**config.mk**
```make
export PLATFORM = sky130hd
export DESIGN_NAME = kll_div
export DESIGN_NICKNAME = d
export VERILOG_FILES = /design/src/hdl/kll_div.sv
export SDC_FILE = /design/constraint.sdc
export NUM_CORES = 1
export LEC_CHECK = 0
export CELL_PAD_IN_SITES_DETAIL_PLACEMENT = 2
export CELL_PAD_IN_SITES_GLOBAL_PLACEMENT = 2
export CORE_ASPECT_RATIO = 1.75
export CORE_MARGIN = 2
export CORE_UTILIZATION = 35
export CTS_CLUSTER_DIAMETER = 40
export DETAILED_ROUTE_END_ITERATION = 10
export DONT_BUFFER_PORTS = 1
export PLACE_DENSITY_LB_ADDON = 0.1
export SYNTH_ARGS = -nofsm -noshare
export SYNTH_HDL_FRONTEND = slang
export SYNTH_SLANG_ARGS = --single-unit
```
**constraint.sdc**
```tcl
create_clock -name clk_i -period 3.2 [get_ports clk_i]
set_clock_uncertainty 0.05 [all_clocks]
set_input_delay 0.48 -clock clk_i [delete_from_list [all_inputs] [get_ports clk_i]]
set_output_delay 0.48 -clock clk_i [all_outputs]
set_load 0.01 [all_outputs]
```
**src/hdl/kll_div.sv**
```systemverilog
// Iterative signed 64-bit by unsigned 11-bit divider, one quotient bit a cycle.
// Truncates toward zero. Depends on nothing outside this file.
module kll_div (
  input  logic               clk_i,
  input  logic               rst_ni,
  input  logic               start_i,
  input  logic signed [63:0] dividend_i,
  input  logic [10:0]        divisor_i,
  output logic               done_o,
  output logic signed [63:0] quotient_o
);

  logic        busy_q;
  logic [5:0]  cnt_q;
  logic        done_q;
  logic        neg_q;
  logic [63:0] work_q;
  logic [10:0] rem_q;
  logic [10:0] div_q;
  logic [11:0] shifted;
  logic [11:0] diff;
  logic        ge;

  // Shift one dividend bit into the partial remainder and try a subtract
  always_comb begin
    shifted = {rem_q, work_q[63]};
    ge      = shifted >= {1'b0, div_q};
    diff    = shifted - {1'b0, div_q};
  end

  // Sequence control
  always_ff @(posedge clk_i or negedge rst_ni) begin
    if (!rst_ni) begin
      busy_q <= 1'b0;
      cnt_q  <= '0;
      done_q <= 1'b0;
    end else begin
      done_q <= 1'b0;
      if (start_i) begin
        busy_q <= 1'b1;
        cnt_q  <= '0;
      end else if (busy_q) begin
        cnt_q <= cnt_q + 6'd1;
        if (cnt_q == 6'd63) begin
          busy_q <= 1'b0;
          done_q <= 1'b1;
        end
      end
    end
  end

  // Working registers
  always_ff @(posedge clk_i) begin
    if (start_i) begin
      neg_q  <= dividend_i[63];
      work_q <= dividend_i[63] ? (64'd0 - dividend_i) : dividend_i;
      rem_q  <= '0;
      div_q  <= divisor_i;
    end else if (busy_q) begin
      rem_q  <= ge ? diff[10:0] : shifted[10:0];
      work_q <= {work_q[62:0], ge};
    end
  end

  assign done_o     = done_q;
  assign quotient_o = neg_q ? (64'sd0 - $signed(work_q)) : $signed(work_q);

endmodule

```
Word-level counts from Yosys, hierarchy flattened
Cells that the tools add are included.
W data, S select, Z words.
- flip-flop bits (word level): 95
- latch bits: 0
- memory bits (writable): 0
- ROM bits: 0
- bits of input ports: 78
- output and inout port bits: 65
- word-level logic and storage cells: 27
- memories kept: 0
- add/sub/neg operators: 4
- $mul: 0
- div/mod/pow operators: 0
- magnitude comparators: 1
- equality and inequality tests: 1
- shift operators: 0
- mux-type cells: 13
- bitwise logic cells: 0
- reduce and logical (&&, ||, !) cells: 1
- operators by type and width (operator ; count):
    $mux W64 ; 4
    $sub A1 B64 Y64 const A ; 2
    $ge A12 B11 Y1 ; 1
    $mux W6 ; 2
    $mux W11 ; 1
    $sub A11 B11 Y11 ; 1
    $add A6 B1 Y6 const B ; 1
    $eq A6 B6 Y1 const B ; 1
    $mux W1 ; 6
    $reduce_bool A2 Y1 ; 1

Depth between registers and ports, before layout
- word-level depth: 4
- mapped depth: 10
- depth with buffers taken out: 9

Worst setup path after synthesis
Ideal clock, no wire load.
- path type: register -> output
- start point: reg work_q[18]
- end point: out quotient_o[63]
- data arrival time: 2.760 ns
- required time: 2.670 ns
- path slack: -0.090 ns
- stages on the path, launching flop included: 8
- buffers on the path: 1
- cell sequence: edfxtp_1 or4_4 or3_4 or4_1 clkbuf_2 or4_4 o31ai_4 xnor2_1
- cells in the longest elaborated chain, start to end: 2
- RTL lines (element ; line ; RTL):
    start: declaration ; 17 ; logic [63:0] work_q;
    start signal: assignment ; 56 ; work_q <= dividend_i[63] ? (64'd0 - dividend_i) : dividend_i;
    start signal: assignment ; 61 ; work_q <= {work_q[62:0], ge};
    $sub A1 B64 Y64 ; 66 ; assign quotient_o = neg_q ? (64'sd0 - $signed(work_q)) : $signed(work_q);
    $mux W64 ; 66 ;
    end: declaration ; 10 ; output logic signed [63:0] quotient_o
Every way passes these cells.

Worst setup path after layout
- start point: reg work_q[18]
- end point: out quotient_o[62]
The elaborated chain is that of the path after synthesis.

==> results.cfg <==
[timing]
whs_ns = 0.152
worst_slack_ns = -0.498
hold_viol = 0
fin_crit_sh_pct = 116
max-slew-margin-rel_pct = 52.6
worst-slew-pin-transition_ns = 0.710
grt_setup_unrepaired = true
setup_viol = 39
slew_viol_final = 0
timing.fmax_ghz = 0.270
min_period_ns = 3.70

[worst_setup_path]
crit_chain = or4_4 > or3_4 > or4_4 > or4_4 > o21ai_2 > xnor2_2
arrival_ns = 3.17
cp_slowest_stage_delay_ns = 0.60
critPathKind = reg -> out
start_kind = flop
critPathMostFrequentCell = or4_4
crit_family = simple AND/OR/NAND/NOR gates
crit_buf_inv = 0
cp.required_ns = 2.67
cp_slowest_cell = or4_4
cp-end-kind = primary output
path_max_fanout = 4

[final_layout]
fin_cells = 1128
syn2layout_area_growth_pct = 25.7
final_common_cell = nor2_1
insertedDiodeCount = 0
drive_above_1_share_pct = 24.3
most-common-layout-cells = 101 x nor2_1, 76 x edfxtp_1, 66 x a21oi_1, 66 x buf_4, 49 x xor2_1
fillerInstances = 2206
nNetsFinal = 964
stdcell_area_um2 = 9260

[synthesis]
syn_inst = 830
synth_edf_count = 76
yosys_warnings = 0
async_flop_share_pct = 8.42
synth_fp_nets = 923
ys_ff_latch = 95
synthFlopType = edfxtp_1
ys_types = 65
synth_area_um2 = 7360
synth_top_area_share_pct = 31.0
synth.yosys.seq_area_share_pct = 36.7
yosys.area.top_type = edfxtp_1
ys_top_cells_by_area = edfxtp_1 31%, xnor2_1 9.2%, xor2_1 5.8%, nor2_1 5.2%, a21oi_1 4.5%
syn_avg_cell_area_um2 = 8.87

[clock_tree]
cts_tree = done
path_clk_slew_ns = 0.07
numCtsBuffers = 9
clock-sinks = 95
clk_latency_ns = 0.37
ctsHtreeMaxLevel = 3
clk_root_buffer_cell = clkbuf_16
clock_path_buffers = 2

[global_route]
grt_usage_pct = 25.7
grt_max_degree = 157
grt_overflow = 0
antenna_found_initial = 0
grt_pass1_vias = 7575
grt_pass1_wl_um = 43200

[route]
postRouteAntennaNets = 0
vias_per_cell = 6.02
drt_wl_total_um = 28300
vias = 6789
drt_drc_violations_left = 0
wl_per_cell_um = 25.1
firstDrtPassIters = 4
drt-initial-drc-count = 297

[floorplan]
ios = 143
initial_core_util_pct = 35.5
die_area_um2 = 22300
die_x_um = 114
fp.coreArea_um2 = 20800
die_y_um = 196
core.rowCount = 70

[power]
peakVddDrop_uv = 207
power.density_nw_per_um2 = 403
power.leakage_nw = 3.34

[placement]
gp_congestion = 0.818
placed_cells = 1101
portBuffers = 0
dpl_cell_area_um2 = 8050
dpl.hpwl_um = 21000

[job]
cap_viol_max_count = 0

[run_status]
violations = negative setup slack
status = finished with violations

[worst_hold_path]
hold_class = in -> reg
==> cell usage after synthesis, types with 4 or more instances <==
cell type and n:
a211oi_1 4, a21oi_1 66, a311oi_1 4, a31oi_1 6, a41oi_1 6, clkbuf_1 40, dfrtp_1 8, dfxtp_1 11
edfxtp_1 76, ha_1 14, inv_1 23, mux2_2 10, mux2i_1 7, nand2_1 49, nand2b_1 16, nand3_1 9
nand4_1 11, nor2_1 101, nor2b_1 5, nor3_1 23, nor3b_1 4, nor4_1 11, o21ai_0 43, o31ai_1 29
o41ai_1 21, or2_2 11, or3_1 26, or4_1 17, xnor2_1 77, xor2_1 49
==> layer usage <==
layer | GRT usage [%] | wire length (um) | vias up
met3 | 6.77 | 1550 | 57
met4 | 14.0 | 1320 | 0
met1 | 23.0 | 9030 | 3434
met5 | 0 | 0 | -
li1 | - | - | 3141
met2 | 50.5 | 16400 | 157
==> metrics by stage <==
stage | TNS, ns | worst slack [ns] | util, % | power (mW)
floorplan | -0.296 | -0.0820 | - | 2.23
CTS | -12.92 | -0.505 | 43.7 | 3.72
finish | -13.47 | -0.498 | 44.6 | 3.73
global route | -15.89 | -0.552 | 44.6 | 3.89
detailed placement | -3.23 | -0.254 | 38.8 | 2.51
global placement | -2.11 | -0.198 | 38.8 | 2.46
==> cells by family after synthesis <==
logic type | after synthesis | share of synthesized area (%)
multiplexers | 17 | 2.48
flip-flops | 95 | 36.7
AO/OA/AOI/OAI | 205 | 18.4
AND/OR/NAND/NOR | 303 | 21.2
adder cells (fa/ha/maj) | 15 | 2.65
XOR/XNOR | 126 | 15.0
buffers and inverters | 69 | 3.62
==> what timing repair did <==
| item | 4_1_cts | 5_1_grt |
|---|---|---|
| endpoints found under the setup margin | 41 | 42 |
| gates resized for setup | 115 | 28 |
| hold buffers | 1 | 0 |
| endpoints found under the hold margin | 8 | 0 |
| pin swaps | 41 | 26 |
| setup buffers | 7 | 4 |
==> flip-flops by register name, indices dropped and copies added, names as in the netlist <==
register and cells:
cnt_q 6, rem_q 11, done_o 1, busy_q 1, div_q 11, neg_q 1
work_q 64
==> power by group <==
part	internal, mW	total [mW]	leakage [nW]	switching [mW]
Clock	0.568	1.05	0.139	0.485
Sequential	1.48	1.64	0.967	0.156
Combinational	0.469	1.04	2.24	0.567
Total	2.52	3.73	3.34	1.21
==> area by class of cell <==
type / count / area (um2) / area share (%)
inverters: 23 / 86.3 / 0.933
flip-flops and latches: 95 / 2700 / 29.2
clock inverters: 4 / 18.8 / 0.203
repair buffers: 76 / 641 / 6.92
clock buffers: 12 / 258 / 2.78
multi-input cells: 666 / 5230 / 56.5
well taps: 252 / 315 / 3.41
==> worst reg2reg max path, cell delays in order, from the launching register on <==
cell      delay [ns]
edfxtp_1        0.36
inv_1           0.07
ha_1            0.22
fa_1            0.40
nand2b_1        0.19
a21oi_1         0.18
o21ai_0         0.19
a22o_1          0.34
or3b_2          0.50
a311oi_1        0.25
==> worst paths after layout <==
check	start	slack (ns)	cells after the start	to
worst min register to register	rem_q[10]$_SDFFE_PP0P_	0.43	1	rem_q[10]$_SDFFE_PP0P_
max in group asynchronous	rst_ni	2.42	1	cnt_q[5]$_DFFE_PN0P_
worst max register to register	work_q[63]$_DFFE_PP_	0.37	9	rem_q[6]$_SDFFE_PP0P_
worst max-delay path	work_q[18]$_DFFE_PP_	-0.50	6	quotient_o[62]
worst min-delay path	start_i	0.15	1	cnt_q[5]$_DFFE_PN0P_
min in group asynchronous	rst_ni	0.41	1	cnt_q[3]$_DFFE_PN0P_
Note: power is estimated with default switching activity, not from simulation.
